### config.mk
export PLATFORM = sky130hd
export DESIGN_NAME = jtp_front
export DESIGN_NICKNAME = d
export VERILOG_FILES = /design/src/hdl/jtp_pkg.sv /design/src/hdl/jtp_front.sv
export SDC_FILE = /design/constraint.sdc
export NUM_CORES = 1
export LEC_CHECK = 0
export ABC_AREA = 0
export BUFFER_PORTS_ARGS = -buffer_cell sky130_fd_sc_hd__buf_2
export CAP_MARGIN = 20
export CORE_AREA = 2 2 308 310
export DETAILED_ROUTE_END_ITERATION = 7
export DIE_AREA = 0 0 310 312
export GPL_TIMING_DRIVEN = 0
export PLACE_DENSITY = 0.39
export SYNTH_ARGS = -nofsm -noshare
export SYNTH_HDL_FRONTEND = slang
export SYNTH_SLANG_ARGS = --single-unit
### constraint.sdc
create_clock -name clk -period 0.8 [get_ports clk]
set_input_delay 0.08 -clock clk [delete_from_list [all_inputs] [get_ports clk]]
set_output_delay 0.08 -clock clk [all_outputs]
set_load 0.005 [all_outputs]
### src/hdl/jtp_pkg.sv
// ----------------------------------------------------------------------------
// jtp_pkg
// Shared widths, payload types and helpers for the Jones triple product.
// ----------------------------------------------------------------------------
package jtp_pkg;

	localparam int IN_W    = 16;            // input component, Q2.14
	localparam int FRAC    = IN_W - 2;
	localparam int OUT_W   = 24;            // output component, Q10.14
	localparam int ROW_W   = 64;            // one matrix row per field
	localparam int PROD_W  = 2 * IN_W;      // a * b component product
	localparam int AB_W    = PROD_W + 2;    // exact A*B element component
	localparam int PROD2_W = AB_W + IN_W;   // ab * c component product
	localparam int SUM_W   = PROD2_W + 2;   // exact A*B*C^H component
	localparam int RND_SH  = 2 * FRAC;
	localparam int LATENCY = 6;             // request to result strobe

	typedef logic signed [IN_W-1:0] comp_t;

	typedef struct packed {
		comp_t re;
		comp_t im;
	} cpx_t;

	typedef struct packed {
		logic signed [AB_W-1:0] re;
		logic signed [AB_W-1:0] im;
	} ab_cpx_t;

	typedef struct packed {
		logic signed [SUM_W-1:0] re;
		logic signed [SUM_W-1:0] im;
	} sum_cpx_t;

	typedef cpx_t     [1:0][1:0] mat_t;
	typedef ab_cpx_t  [1:0][1:0] ab_mat_t;
	typedef sum_cpx_t [1:0][1:0] sum_mat_t;

	typedef struct packed {
		logic       vld;
		logic [3:0] mask;
	} ctl_t;

	typedef struct packed {
		logic [ROW_W-1:0] left_row0;
		logic [ROW_W-1:0] left_row1;
		logic [ROW_W-1:0] mid_row0;
		logic [ROW_W-1:0] mid_row1;
		logic [ROW_W-1:0] right_row0;
		logic [ROW_W-1:0] right_row1;
		logic [3:0]       left_dirty;
		logic [3:0]       mid_dirty;
		logic [3:0]       right_dirty;
	} req_t;

	typedef struct packed {
		logic [2*OUT_W-1:0] out00;
		logic [2*OUT_W-1:0] out01;
		logic [2*OUT_W-1:0] out10;
		logic [2*OUT_W-1:0] out11;
		logic [3:0]         computed_mask;
	} res_t;

	// Lanes from high to low: (r,0) re, (r,0) im, (r,1) re, (r,1) im.
	function automatic cpx_t lane_pair(input logic [ROW_W-1:0] row, input logic col);
		cpx_t c;
		if (col) begin
			c.re = row[IN_W +: IN_W];
			c.im = row[0 +: IN_W];
		end else begin
			c.re = row[3*IN_W +: IN_W];
			c.im = row[2*IN_W +: IN_W];
		end
		return c;
	endfunction

	// Result elements that depend on a dirty input element.
	function automatic logic [3:0] sel_mask(input logic [3:0] ld, input logic [3:0] md,
			input logic [3:0] rd);
		logic [3:0] m;
		m = '0;
		if (md != 4'd0) begin
			m = 4'hF;
		end else begin
			if (ld[1:0] != 2'd0) m = m | 4'b0011;
			if (ld[3:2] != 2'd0) m = m | 4'b1100;
			if (rd[1:0] != 2'd0) m = m | 4'b0101;
			if (rd[3:2] != 2'd0) m = m | 4'b1010;
		end
		return m;
	endfunction

endpackage

### src/hdl/jtp_front.sv
// ----------------------------------------------------------------------------
// jtp_front
// Stage 1: unpack the three matrices and decide which elements to compute.
// ----------------------------------------------------------------------------
module jtp_front import jtp_pkg::*; (
	input  logic clk,
	input  logic arst_n,
	input  logic take,
	input  req_t req,
	output ctl_t ctl_s1,
	output mat_t a_s1,
	output mat_t b_s1,
	output mat_t c_s1
);

	always_ff @(posedge clk or negedge arst_n) begin
		if (!arst_n) begin
			ctl_s1 <= '0;
		end else begin
			ctl_s1.vld  <= take;
			ctl_s1.mask <= sel_mask(req.left_dirty, req.mid_dirty, req.right_dirty);
		end
	end

	always_ff @(posedge clk) begin
		for (int j = 0; j < 2; j++) begin
			a_s1[0][j] <= lane_pair(req.left_row0, j[0]);
			a_s1[1][j] <= lane_pair(req.left_row1, j[0]);
			b_s1[0][j] <= lane_pair(req.mid_row0, j[0]);
			b_s1[1][j] <= lane_pair(req.mid_row1, j[0]);
			c_s1[0][j] <= lane_pair(req.right_row0, j[0]);
			c_s1[1][j] <= lane_pair(req.right_row1, j[0]);
		end
	end

endmodule

# ---- After elaboration in Yosys (flattened, before gate mapping)
# Index checks and enable logic that the tools add are counted.
dict set report word_totals {
  inputBits 399
  ff_bits 389
  word_cells 36
  output_inout_bits 389
}
dict set report classes {
  n_reduce_logical 5
  muxes 5
}
# cell count
set op_table {}
lappend op_table {{4-bit 2-to-1 mux} 3}
lappend op_table {{2-bit nonzero test} 4}
lappend op_table {{4-bit nonzero test} 1}
lappend op_table {{3-bit 2-to-1 mux} 1}
lappend op_table {{2-bit 2-to-1 mux} 1}

# ---- Logic depth before layout (Yosys ltp)
dict set report depth {
  word_depth 6
  ltp_mapped 2
  ltp_nobuf 2
}

# ---- Worst setup path before layout
# No wires, ideal clock.
dict set report synth_timing {
  path_kind {input -> register}
  start {input req[5] in the netlist's numbering}
  end {register ctl_s1[0] in the netlist's numbering}
  setup_slack_ps 135
  cell_stages 2
  arrival_time_ps 521
  t_required_ps 656
  setup_ps 144
  path_cell_list {nor4_2 nand3_1}
}
dict set report synth_via {
  elab_chain_cells 2
}
# item line
set synth_lines {}
lappend synth_lines {{start, declared} jtp_front.sv:9} ;# input req_t req,
lappend synth_lines {{4-bit nonzero test} jtp_pkg.sv:82} ;# if (md != 4'd0) begin
lappend synth_lines {{4-bit 2-to-1 mux} jtp_pkg.sv:82}
lappend synth_lines {{end, declared} jtp_front.sv:10} ;# output ctl_t ctl_s1,
# No other way between the ends.

# ---- Final worst setup path
dict set report layout_timing {
  start {register ctl_s1[1] in the netlist's numbering}
  end {output ctl_s1[1] in the netlist's numbering}
}
# No word-level cell between the ends.

==> results.py <==
metrics = {
    "route": {
        "drt_iter0_drc": 199,
        "antenna_left": 0,
        "dr.pass1.iters": 4,
        "viasPerCell": 2.713,
        "routedWlPerCell_um": 13.26,
        "drcViolationCount": 0,
        "wl_um": 38620,
        "vias": 7904,
    },
    "setup_path": {
        "startpoint_type": "flip-flop",
        "crit_slowest_cell": "dfrtp_1",
        "slowest_delay_ns": 0.40,
        "crit_family": "flip-flops",
        "worstPathArrival_ns": 1.12,
        "required_ns": 0.72,
        "cp_cell_sequence": "buf_2",
        "critPathMaxFanout": 1,
        "cp_num_cells": 1,
        "setup.worst_path.end_class": "output port",
        "path_buf_inv": 1,
        "critPathKind": "flip-flop to output port",
    },
    "clock_tree": {
        "cts_inserted_buffers": 43,
        "clockRootBuffer": "clkbuf_16",
        "cts_tree": "yes",
        "clkTransAtPathRegs_ns": 0.06,
        "clock-sinks": 389,
        "cts_max_path_buffers": 3,
        "h-tree-depth": 2,
    },
    "sta": {
        "hold_viol": 0,
        "min_period_ns": 1.196,
        "finalMaxSlewViolations": 0,
        "rsz0062_at_grt": "true",
        "timing.fmax_ghz": 0.8360,
        "setup_violations": 389,
        "tightest_slew_ns": 0.2846,
        "slew_headroom_pct": 80.88,
        "period_share_pct": 149.5,
        "fin_ws_ns": -0.3962,
    },
    "power": {
        "p_per_area_nw_per_um2": 2257,
        "vdd_ir_drop_max_mv": 1.548,
        "p_leak_nw": 9.057,
        "total_power_mw": 45.06,
    },
    "hold_path": {
        "holdCritPathClass": "primary input to flip-flop",
        "whs_path_depth": 2,
    },
    "logic_synthesis": {
        "yosysWarnings": 0,
        "ys_seq_elements": 389,
        "synth_area_leaders": "dfxtp_1 (98%), dfrtp_1 (1.6%), nand3_1 (0.25%)",
        "async_flop_share_pct": 1.285,
        "synth_top_area_cell": "dfxtp_1",
        "ys_seq_area_share_pct": 99.40,
        "avgSynthCellArea_um2": 19.75,
        "synth_edf_count": 0,
        "syn-num-nets": 797,
        "synth_ff_type": "dfxtp_1",
        "synth_most_common_cell": "dfxtp_1",
        "synth_cell_types": 5,
        "synth_area_um2": 7860,
        "post-synth-top-area-fraction_pct": 97.80,
        "synth_common_cells": "dfxtp_1 (384), dfrtp_1 (5), nand3_1 (4), nor2_1 (4), nor4_2 (1)",
        "netlist_instances": 398,
    },
    "die": {
        "core_um2": 93050,
        "die_area_um2": 96720,
        "fp.dieW_um": 310,
        "num_io_pins": 788,
        "initial_core_util_pct": 8.447,
        "dieHeight_um": 312,
        "row_count": 112,
    },
    "finish": {
        "final_area_um2": 19960,
        "drive_above_1_share_pct": 62.34,
        "fin_nets": 2027,
        "area_delta_synth_final_pct": 154.0,
        "fin_cells": 2913,
    },
    "global_routing": {
        "antenna_found_initial": 3,
        "overflow": 0,
        "grt_pass1_wl_um": 51660,
        "grt_max_degree": 14,
        "grt_use_total_pct": 7.178,
        "grt_pass1_vias": 9057,
    },
    "place": {
        "place_congestion": 0.8742,
        "post_dp_cell_area_um2": 13370,
        "placement.setup.worst_slack_ns": -0.1148,
        "port_buffers": 787,
        "detailed_place_hpwl_um": 26440,
        "dpl.cell_count": 2439,
    },
    "run": {
        "drv_cap": 0,
    },
    "run_status": {
        "violations": "negative setup slack",
        "outcome": "finished with violations",
    },
}
-- layout by cell type, fill, tap and decap left out --
| cell | netlist | final |
|---|---|---|
| buf_2 | 0 | 640 |
| dlygate4sd3_1 | 0 | 399 |
| dfxtp_1 | 384 | 203 |
| dfxtp_2 | 0 | 174 |
| buf_6 | 0 | 141 |
| clkbuf_16 | 0 | 45 |
| clkbuf_8 | 0 | 10 |
| clkbuf_1 | 0 | 9 |
| dfxtp_4 | 0 | 7 |
| dfrtp_1 | 5 | 5 |
| buf_8 | 0 | 5 |
| nor2_1 | 4 | 4 |
| nand3_1 | 4 | 4 |
| clkinv_2 | 0 | 3 |
| clkinvlp_4 | 0 | 3 |
| diode_2 | 0 | 2 |
| bufinv_16 | 0 | 2 |
| nor4_4 | 0 | 1 |
| inv_8 | 0 | 1 |
| clkinv_4 | 0 | 1 |
-- state kept, by name, indices dropped and copies added, names as in the netlist --
register  cells
ctl_s1        5
a_s1        128
c_s1        128
b_s1        128
-- cell type report --
class / instances / area [um2]
Timing Repair Buffer: 1185 / 8860
Sequential cell: 389 / 8056
Clock buffer: 64 / 1297
Antenna cell: 2 / 5.005
Fill cell: 9827 / 73090
Multi-Input combinational cell: 9 / 56.30
Clock inverter: 10 / 117.6
Tap cell: 1254 / 1569
-- per-layer routing --
metal	vias to the layer above	track usage [%]	part of all wire [%]
li1	3702	-	-
met1	3625	6.445	33
met2	499	13.11	51
met3	76	3.391	12
met4	2	3.986	3.7
met5	-	0	0.036
-- repair_timing --
action | CTS | global route
pin swaps | 0 | 2
resized for setup | 108 | 243
buffers inserted | 0 | 0
endpoints found under the setup margin | 389 | 393
hold buffers | 399 | 0
endpoints found under the hold margin | 394 | 0
-- kinds of logic after synthesis --
logic type       Yosys count  synth area share (%)
and+or+nand+nor            9                0.6048
DFF                      389                 99.40
-- per-stage QoR --
stage	util, %	hold WS, ns	setup TNS [ns]
after floorplan	-	-0.2156	0
after global placement	14.37	-0.1061	-0.3543
after detailed placement	14.37	-0.09762	-0.3944
after CTS	20.49	0.06279	-132.34
after global routing	21.45	0.08550	-131.33
final	21.45	0.1332	-104.91
-- path summary, 6_finish.rpt --
kind	to	startpoint	slack (ns)
worst min-delay path	b_s1[83]	req[191]	0.13
max in group asynchronous	ctl_s1[0]	arst_n	0.18
worst max-delay path	ctl_s1[1]	ctl_s1[1]	-0.40
min in group asynchronous	ctl_s1[2]	arst_n	0.42
-- power by group --
part           leakage (nW)  switching [mW]  internal, mW  total (mW)
Sequential             3.29           0.399          20.5        20.9
Clock                 0.688            7.95          11.8        19.8
Combinational          5.08            1.33          3.04        4.37
Total                  9.06            9.68          35.4        45.1
(Power assumes the default switching activity.)
