<file path="src/hdl/jtp_pkg.sv">
// ----------------------------------------------------------------------------
// jtp_pkg
// Shared widths, payload types and helpers for the Jones triple product.
// ----------------------------------------------------------------------------
package jtp_pkg;

	localparam int IN_W    = 16;            // input component, Q2.14
	localparam int FRAC    = IN_W - 2;
	localparam int OUT_W   = 24;            // output component, Q10.14
	localparam int ROW_W   = 64;            // one matrix row per field
	localparam int PROD_W  = 2 * IN_W;      // a * b component product
	localparam int AB_W    = PROD_W + 2;    // exact A*B element component
	localparam int PROD2_W = AB_W + IN_W;   // ab * c component product
	localparam int SUM_W   = PROD2_W + 2;   // exact A*B*C^H component
	localparam int RND_SH  = 2 * FRAC;
	localparam int LATENCY = 6;             // request to result strobe

	typedef logic signed [IN_W-1:0] comp_t;

	typedef struct packed {
		comp_t re;
		comp_t im;
	} cpx_t;

	typedef struct packed {
		logic signed [AB_W-1:0] re;
		logic signed [AB_W-1:0] im;
	} ab_cpx_t;

	typedef struct packed {
		logic signed [SUM_W-1:0] re;
		logic signed [SUM_W-1:0] im;
	} sum_cpx_t;

	typedef cpx_t     [1:0][1:0] mat_t;
	typedef ab_cpx_t  [1:0][1:0] ab_mat_t;
	typedef sum_cpx_t [1:0][1:0] sum_mat_t;

	typedef struct packed {
		logic       vld;
		logic [3:0] mask;
	} ctl_t;

	typedef struct packed {
		logic [ROW_W-1:0] left_row0;
		logic [ROW_W-1:0] left_row1;
		logic [ROW_W-1:0] mid_row0;
		logic [ROW_W-1:0] mid_row1;
		logic [ROW_W-1:0] right_row0;
		logic [ROW_W-1:0] right_row1;
		logic [3:0]       left_dirty;
		logic [3:0]       mid_dirty;
		logic [3:0]       right_dirty;
	} req_t;

	typedef struct packed {
		logic [2*OUT_W-1:0] out00;
		logic [2*OUT_W-1:0] out01;
		logic [2*OUT_W-1:0] out10;
		logic [2*OUT_W-1:0] out11;
		logic [3:0]         computed_mask;
	} res_t;

	// Lanes from high to low: (r,0) re, (r,0) im, (r,1) re, (r,1) im.
	function automatic cpx_t lane_pair(input logic [ROW_W-1:0] row, input logic col);
		cpx_t c;
		if (col) begin
			c.re = row[IN_W +: IN_W];
			c.im = row[0 +: IN_W];
		end else begin
			c.re = row[3*IN_W +: IN_W];
			c.im = row[2*IN_W +: IN_W];
		end
		return c;
	endfunction

	// Result elements that depend on a dirty input element.
	function automatic logic [3:0] sel_mask(input logic [3:0] ld, input logic [3:0] md,
			input logic [3:0] rd);
		logic [3:0] m;
		m = '0;
		if (md != 4'd0) begin
			m = 4'hF;
		end else begin
			if (ld[1:0] != 2'd0) m = m | 4'b0011;
			if (ld[3:2] != 2'd0) m = m | 4'b1100;
			if (rd[1:0] != 2'd0) m = m | 4'b0101;
			if (rd[3:2] != 2'd0) m = m | 4'b1010;
		end
		return m;
	endfunction

endpackage

</file>
<file path="src/hdl/jtp_finish.sv">
// ----------------------------------------------------------------------------
// jtp_finish
// Stage 6: drop fraction bits, saturate, zero skipped elements, register out.
// ----------------------------------------------------------------------------
module jtp_finish import jtp_pkg::*; (
	input  logic     clk,
	input  logic     arst_n,
	input  ctl_t     ctl_in,
	input  sum_mat_t sum_in,
	output logic     done,
	output res_t     res
);

	localparam logic signed [SUM_W-1:0] SAT_MAX = (SUM_W'(1) << (OUT_W - 1)) - SUM_W'(1);
	localparam logic signed [SUM_W-1:0] SAT_MIN = -SAT_MAX - SUM_W'(1);

	function automatic logic [OUT_W-1:0] clip(input logic signed [SUM_W-1:0] v);
		logic signed [SUM_W-1:0] sh;
		sh = v >>> RND_SH;
		if (sh > SAT_MAX)
			return SAT_MAX[OUT_W-1:0];
		else if (sh < SAT_MIN)
			return SAT_MIN[OUT_W-1:0];
		else
			return sh[OUT_W-1:0];
	endfunction

	function automatic logic [2*OUT_W-1:0] pack(input sum_cpx_t s, input logic keep);
		return keep ? {clip(s.re), clip(s.im)} : '0;
	endfunction

	always_ff @(posedge clk or negedge arst_n) begin
		if (!arst_n)
			done <= 1'b0;
		else
			done <= ctl_in.vld;
	end

	always_ff @(posedge clk) begin
		res.out00         <= pack(sum_in[0][0], ctl_in.mask[0]);
		res.out01         <= pack(sum_in[0][1], ctl_in.mask[1]);
		res.out10         <= pack(sum_in[1][0], ctl_in.mask[2]);
		res.out11         <= pack(sum_in[1][1], ctl_in.mask[3]);
		res.computed_mask <= ctl_in.mask;
	end

endmodule
</file>
<file path="config.mk">
export PLATFORM = sky130hd
export DESIGN_NAME = jtp_finish
export DESIGN_NICKNAME = d
export VERILOG_FILES = /design/src/hdl/jtp_pkg.sv /design/src/hdl/jtp_finish.sv
export SDC_FILE = /design/constraint.sdc
export NUM_CORES = 1
export LEC_CHECK = 0
export BUFFER_PORTS_ARGS = -buffer_cell sky130_fd_sc_hd__buf_2
export CAP_MARGIN = 20
export CORE_AREA = 2 2 241 243
export CTS_CLUSTER_DIAMETER = 150
export DETAILED_ROUTE_END_ITERATION = 10
export DIE_AREA = 0 0 243 245
export PLACE_DENSITY = 0.32
export SKIP_CTS_REPAIR_TIMING = 1
export SLEW_MARGIN = 20
export SYNTH_ARGS = -nofsm -noshare
export SYNTH_HDL_FRONTEND = slang
export SYNTH_SLANG_ARGS = --single-unit
</file>
<file path="constraint.sdc">
create_clock -name clk -period 0.8 [get_ports clk]
set_clock_uncertainty 0.05 [all_clocks]
set_input_delay 0 -clock clk [delete_from_list [all_inputs] [get_ports clk]]
set_output_delay 0 -clock clk [all_outputs]
set_load 0.03 [all_outputs]
</file>
Word level (Yosys, flattened, before mapping)
Cells that the tools add are included.

storage, ports and cells
  flip-flop bits (word level) = 197
  bits of input ports = 423
  output and inout bits = 197
  logic and storage cells = 58

operators by class
  $lt $le $gt $ge = 16
  muxes and demuxes = 16
  bitwise gates (word level) = 4
  reduce and logical (&&, ||, !) cells = 8

operators by type and width
  operator                                            count
  > comparator 24 bit, second input constant          8
  less-than comparator 24 bit, second input constant  8
  two-way mux 24 bit                                  8
  two-way mux 23 bit                                  8
  OR reduction 2 bit                                  8
  NOT 1 bit                                           4

Logic depth before layout (Yosys ltp)
Gate-level depths: netlist of run 1.

  depth after elaboration = 3
  mapped depth = 3
  gate-level depth less buffers = 1

Worst setup path before layout of run 1
No wires, ideal clock.

  path type = input port to flip-flop
  from = input ctl_in[1] in the netlist's numbering
  to = register res[127] in the netlist's numbering
  library setup time = 0.115 ns
  arrival time = 0.359 ns
  data required time = 0.635 ns
  setup slack = 0.276 ns
  cell stages on the path = 3
  buffers on the path = 2
  path through = buf_6 > buf_6 > and2_1

RTL lines
  item         line              RTL
  from (decl)  jtp_finish.sv:8   input ctl_t ctl_in,
  to (decl)    jtp_finish.sv:11  output res_t res

No word-level cell between the ends.

Final worst setup path of run 1
  from = register done
  to = output done

RTL lines
  item                    line              RTL
  from (decl)             jtp_finish.sv:10  output logic done,
  from (signal assigned)  jtp_finish.sv:36  done <= ctl_in.vld;

No word-level cell between the ends.

==> results_dict.tcl, run 1 <==
set metrics [dict create \
    status "finished with violations" \
    violations "negative setup slack" \
    register_area_um2 4190 \
    fin_area_um2 12200 \
    critPathArrivalTime_ns 1.00 \
    fillCellCount 6260 \
    synth_fa_ha_area_share_pct 0 \
    final_nets 1432 \
    ys_types 5 \
    min_path_type "primary input to flip-flop" \
    syn_inst 409 \
    gp_congestion 0.722 \
    path_clk_slew_ns 0.07 \
    die_h_um 245 \
    wire_per_inst_um 11.8 \
    cts_tree "yes" \
    grt_overflow 0 \
    initial_core_util_pct 9.34 \
    grt_pass1_wl_mm 26.0 \
    end_kind "primary output" \
    finalPower_mw 23.4 \
    worstMarginPinSlew_ns 0.272 \
    place_ws_ns 0.116 \
    holdWs_ns 0.151 \
    cts-buffers-inserted 17 \
    max_slew_margin_pct 81.9 \
    area_delta_synth_final_pct 130 \
    drive_gt1_share_pct 61.6 \
    grt_use_total_pct 6.29 \
    wl_mm 21.1 \
    max_stage_delay_ns 0.38 \
    fin_ws_ns -0.247 \
    cp.required_ns 0.75 \
    cts_sinks 197 \
    ir_drop_mv 1.62 \
    antenna_found_initial 5 \
    grt_setup_unrepaired "true" \
    fp.dieArea_um2 59500 \
    placed_cell_area_um2 8200 \
    portBuffers 395 \
    leakage_nw 5.35 \
    grt_max_degree 50 \
    synthXorXnorAreaFrac_pct 0 \
    coreArea_um2 57000 \
    critPathBufInv 1 \
    viasPerCell 2.81 \
    io_pins 620 \
    criticalPathCategory "flip-flop to primary output" \
    worst-path-max-fanout 1 \
    hold_viol 0 \
    synth-seq-area-share_pct 74.2 \
    cts_max_level 4 \
    synth_seq_cells 197 \
    root_buffer "clkbuf_16" \
    finalSetupTns_ns -35.64 \
    ys_warn_count 0 \
    multi_input_area_um2 1200 \
    synth_compound_area_share_pct 0 \
    max_freq_mhz 956 \
    drv_slew 0 \
    grt_pass1_vias 4160 \
    cp_cell_sequence "buf_6" \
    synth.mux.area_fraction_pct 0 \
    drc 0 \
    setup_viol 197 \
    syn_nets 832 \
    place_hpwl_mm 14.2 \
    post_synth_instance_area_um2 5330 \
    power_density_nw_per_um2 1910 \
    vias 5036 \
    synthSimpleGateAreaFrac_pct 22.6 \
    period_share_pct 131 \
    ant_nets 0 \
    startpoint_type "flip-flop" \
    first_iter_violations 86 \
    max-cap-violations 0 \
    die_w_um 243 \
    critical_path.top_delay_family "flip-flops" \
    synth_top_family_by_area "simple AND/OR/NAND/NOR gates" \
    post-route-min-period_ns 1.05 \
    synth.avg_cell_area_um2 13.0 \
    rows 88 \
    clockBufferDepth 2 \
    first_pass_iters 4 \
    slowest_stage "dfrtp_1" \
]
## synth_stat cells
master,instances,area [um^2]
dfxtp_1,196,3920
buf_6,12,135
clkbuf_2,8,40.0
dfrtp_1,1,25.0
and2_1,192,1200
## metal layers
layer / share of wire [%] / global-route usage, % / vias up / wire [um]
met1: 38 / 6.35 / 2336 / 8040
li1: - / - / 2431 / -
met3: 9.2 / 4.14 / 35 / 1950
met5: 0.14 / 0 / - / 30
met2: 50 / 9.65 / 230 / 10600
met4: 2.3 / 3.88 / 4 / 483
## cells by family after synthesis
logic type	after synthesis
simple gates	192
flops	197
buf+inv	20
## final timing paths
check | from | end | slack [ns] | cells past startpoint
worst max-delay path | done$_DFF_PN0_ | done | -0.25 | 1
worst min-delay path | ctl_in[4] | done$_DFF_PN0_ | 0.15 | 2
min in group asynchronous | arst_n | done$_DFF_PN0_ | 0.33 | 3
max in group asynchronous | arst_n | done$_DFF_PN0_ | 0.26 | 3
## report_power, final
group	internal, mW	total [mW]	leakage, nW	switching, mW
clock	4.24	8.65	0.277	4.41
combinational	2.22	4.07	3.38	1.85
sequential	10.4	10.7	1.70	0.241
total	16.9	23.4	5.35	6.50
## placed cells by master, fill, tap and decap left out
| cell type | instances |
|---|---|
| clkbuf_8 | 2 |
| buf_6 | 197 |
| diode_2 | 3 |
| clkinv_2 | 2 |
| buf_4 | 2 |
| clkinv_4 | 3 |
| inv_8 | 2 |
| dfrtp_1 | 1 |
| buf_2 | 198 |
| and2_1 | 192 |
| dfxtp_2 | 196 |
| clkinv_8 | 1 |
| clkinvlp_4 | 2 |
| dlygate4sd3_1 | 199 |
| inv_6 | 3 |
| clkbuf_16 | 17 |
| buf_12 | 5 |
## registers in the layout, summed over array words and instances (netlist names)
| signal | flops |
|---|---|
| res | 196 |
| done | 1 |
## final cells by class
| cell class | count | area share, % |
|---|---|---|
| tap | 765 | 7.82 |
| timing repair buffer | 601 | 43.4 |
| sequential | 197 | 34.2 |
| clock inverter | 13 | 0.950 |
| multi-input combinational | 192 | 9.81 |
| antenna | 3 | 0.0613 |
| clock buffer | 19 | 3.70 |
## through the flow
stage | util [%] | cells
global placement | 14.4 | 1556
finish | 21.5 | 1790
CTS | 15.4 | 1588
global route | 21.5 | 1789
floorplan | - | 409
detailed placement | 14.4 | 1556
No activity file was read; power rests on OpenSTA's default activity.
==> inputs of run 2 (changes only) <==
TNS_END_PERCENT = 5   (was not set)
==> results_dict.tcl, run 2 (same netlist as run 1, synthesis figures left out) <==
set metrics [dict create \
    largest_reg_flops 196 \
    min_path_type "primary input to flip-flop" \
    worst-path-max-fanout 1 \
    first_iter_violations 101 \
    hold_end "done$_DFF_PN0_" \
    cp.depth 1 \
    grt_pass1_vias 4160 \
    layout.cells.non_filler 1790 \
    area_delta_synth_final_pct 130 \
    die_h_um 245 \
    power_density_nw_per_um2 1910 \
    die_w_um 243 \
    fin_util_pct 21.4 \
    fin_ws_ns -0.246 \
    slowest_stage "dfrtp_1" \
    fp.dieArea_um2 59500 \
    drive_gt1_share_pct 61.4 \
    grt_setup_unrepaired "true" \
    post-route-min-period_ns 1.05 \
    drv_slew 0 \
    fin_area_um2 12200 \
    final_common_cell "buf_2" \
    critPathArrivalTime_ns 1.00 \
    wire_per_inst_um 11.8 \
    register_area_um2 4190 \
    final_cell_mix "buf_2 (200), dlygate4sd3_1 (199), buf_6 (195), dfxtp_2 (194), and2_1 (192)" \
    cts_sinks 197 \
    hold_viol 0 \
    placed_cell_area_um2 8200 \
    first_pass_iters 4 \
    cts_tree "yes" \
    ant_nets 0 \
    max_freq_mhz 956 \
    ir_drop_mv 1.62 \
    top_register "res" \
    largestRegisters "res x196, done x1" \
    final_nets 1432 \
    gp_congestion 0.722 \
    hold_depth 2 \
    path_clk_slew_ns 0.07 \
    criticalPathCategory "flip-flop to primary output" \
    end_kind "primary output" \
    antenna_found_initial 5 \
    placed_cells 1556 \
    drc 0 \
    vias 5043 \
    cp_cell_sequence "buf_6" \
    worst_hold_startpoint "ctl_in[4]" \
    holdWs_ns 0.152 \
    fillCellCount 6260 \
    critical_path.top_delay_family "flip-flops" \
    max-cap-violations 0 \
    viasPerCell 2.82 \
    grt_overflow 0 \
    critPathBufInv 1 \
    setup_viol 197 \
    wl_mm 21.1 \
    max_stage_delay_ns 0.38 \
    setup.worst_path.start "done$_DFF_PN0_" \
    root_buffer "clkbuf_16" \
    initial_core_util_pct 9.34 \
    clockBufferDepth 2 \
    portBuffers 395 \
    grt_max_degree 50 \
    cts-buffers-inserted 17 \
    place_hpwl_mm 14.2 \
    violations "negative setup slack" \
    leakage_nw 5.35 \
    cts_max_level 4 \
    period_share_pct 131 \
    multi_input_area_um2 1200 \
    place_ws_ns 0.116 \
    cp.required_ns 0.75 \
    io_pins 620 \
    worstMarginPinSlew_ns 0.272 \
    startpoint_type "flip-flop" \
    max_slew_margin_pct 81.9 \
    grt_pass1_wl_mm 26.0 \
    rows 88 \
    status "finished with violations" \
    grt_use_total_pct 6.29 \
    coreArea_um2 57000 \
]
## run 2: worst max path at each step
stage	to
CTS	res[12]
global placement	res[16]$_SDFF_PN0_
finish	done
floorplan	res[127]$_SDFF_PN0_
global route	done
detailed placement	res[20]$_SDFF_PN0_
## run 2: cell type report
class,instances,share of cell area (%)
tap,765,7.83
multi-input combinational,192,9.82
clock inverter,13,0.951
sequential,197,34.3
clock buffer,19,3.70
antenna,3,0.0614
timing repair buffer,601,43.4
## run 2: routing by layer
metal,wire [um],GRT usage [%],vias to the layer above
met5,30,0,-
met4,469,3.88,4
met3,1940,4.14,33
met2,10600,9.65,232
met1,8040,6.35,2343
li1,-,-,2431
## run 2: through the flow
step / total power [mW] / TNS, ns
6_report: 23.4 / -35.67
5_1_grt: 24.6 / -49.78
4_1_cts: 22.4 / -61.03
3_5_place_dp: 13.4 / 0
3_3_place_gp: 13.4 / 0
2_1_floorplan: 12.2 / 0
## run 2: power by group
part	internal (mW)	total, mW	leakage, nW	switching [mW]
Combinational	2.22	4.07	3.38	1.85
Clock	4.24	8.65	0.277	4.41
Sequential	10.4	10.7	1.70	0.240
Total	16.9	23.4	5.35	6.50
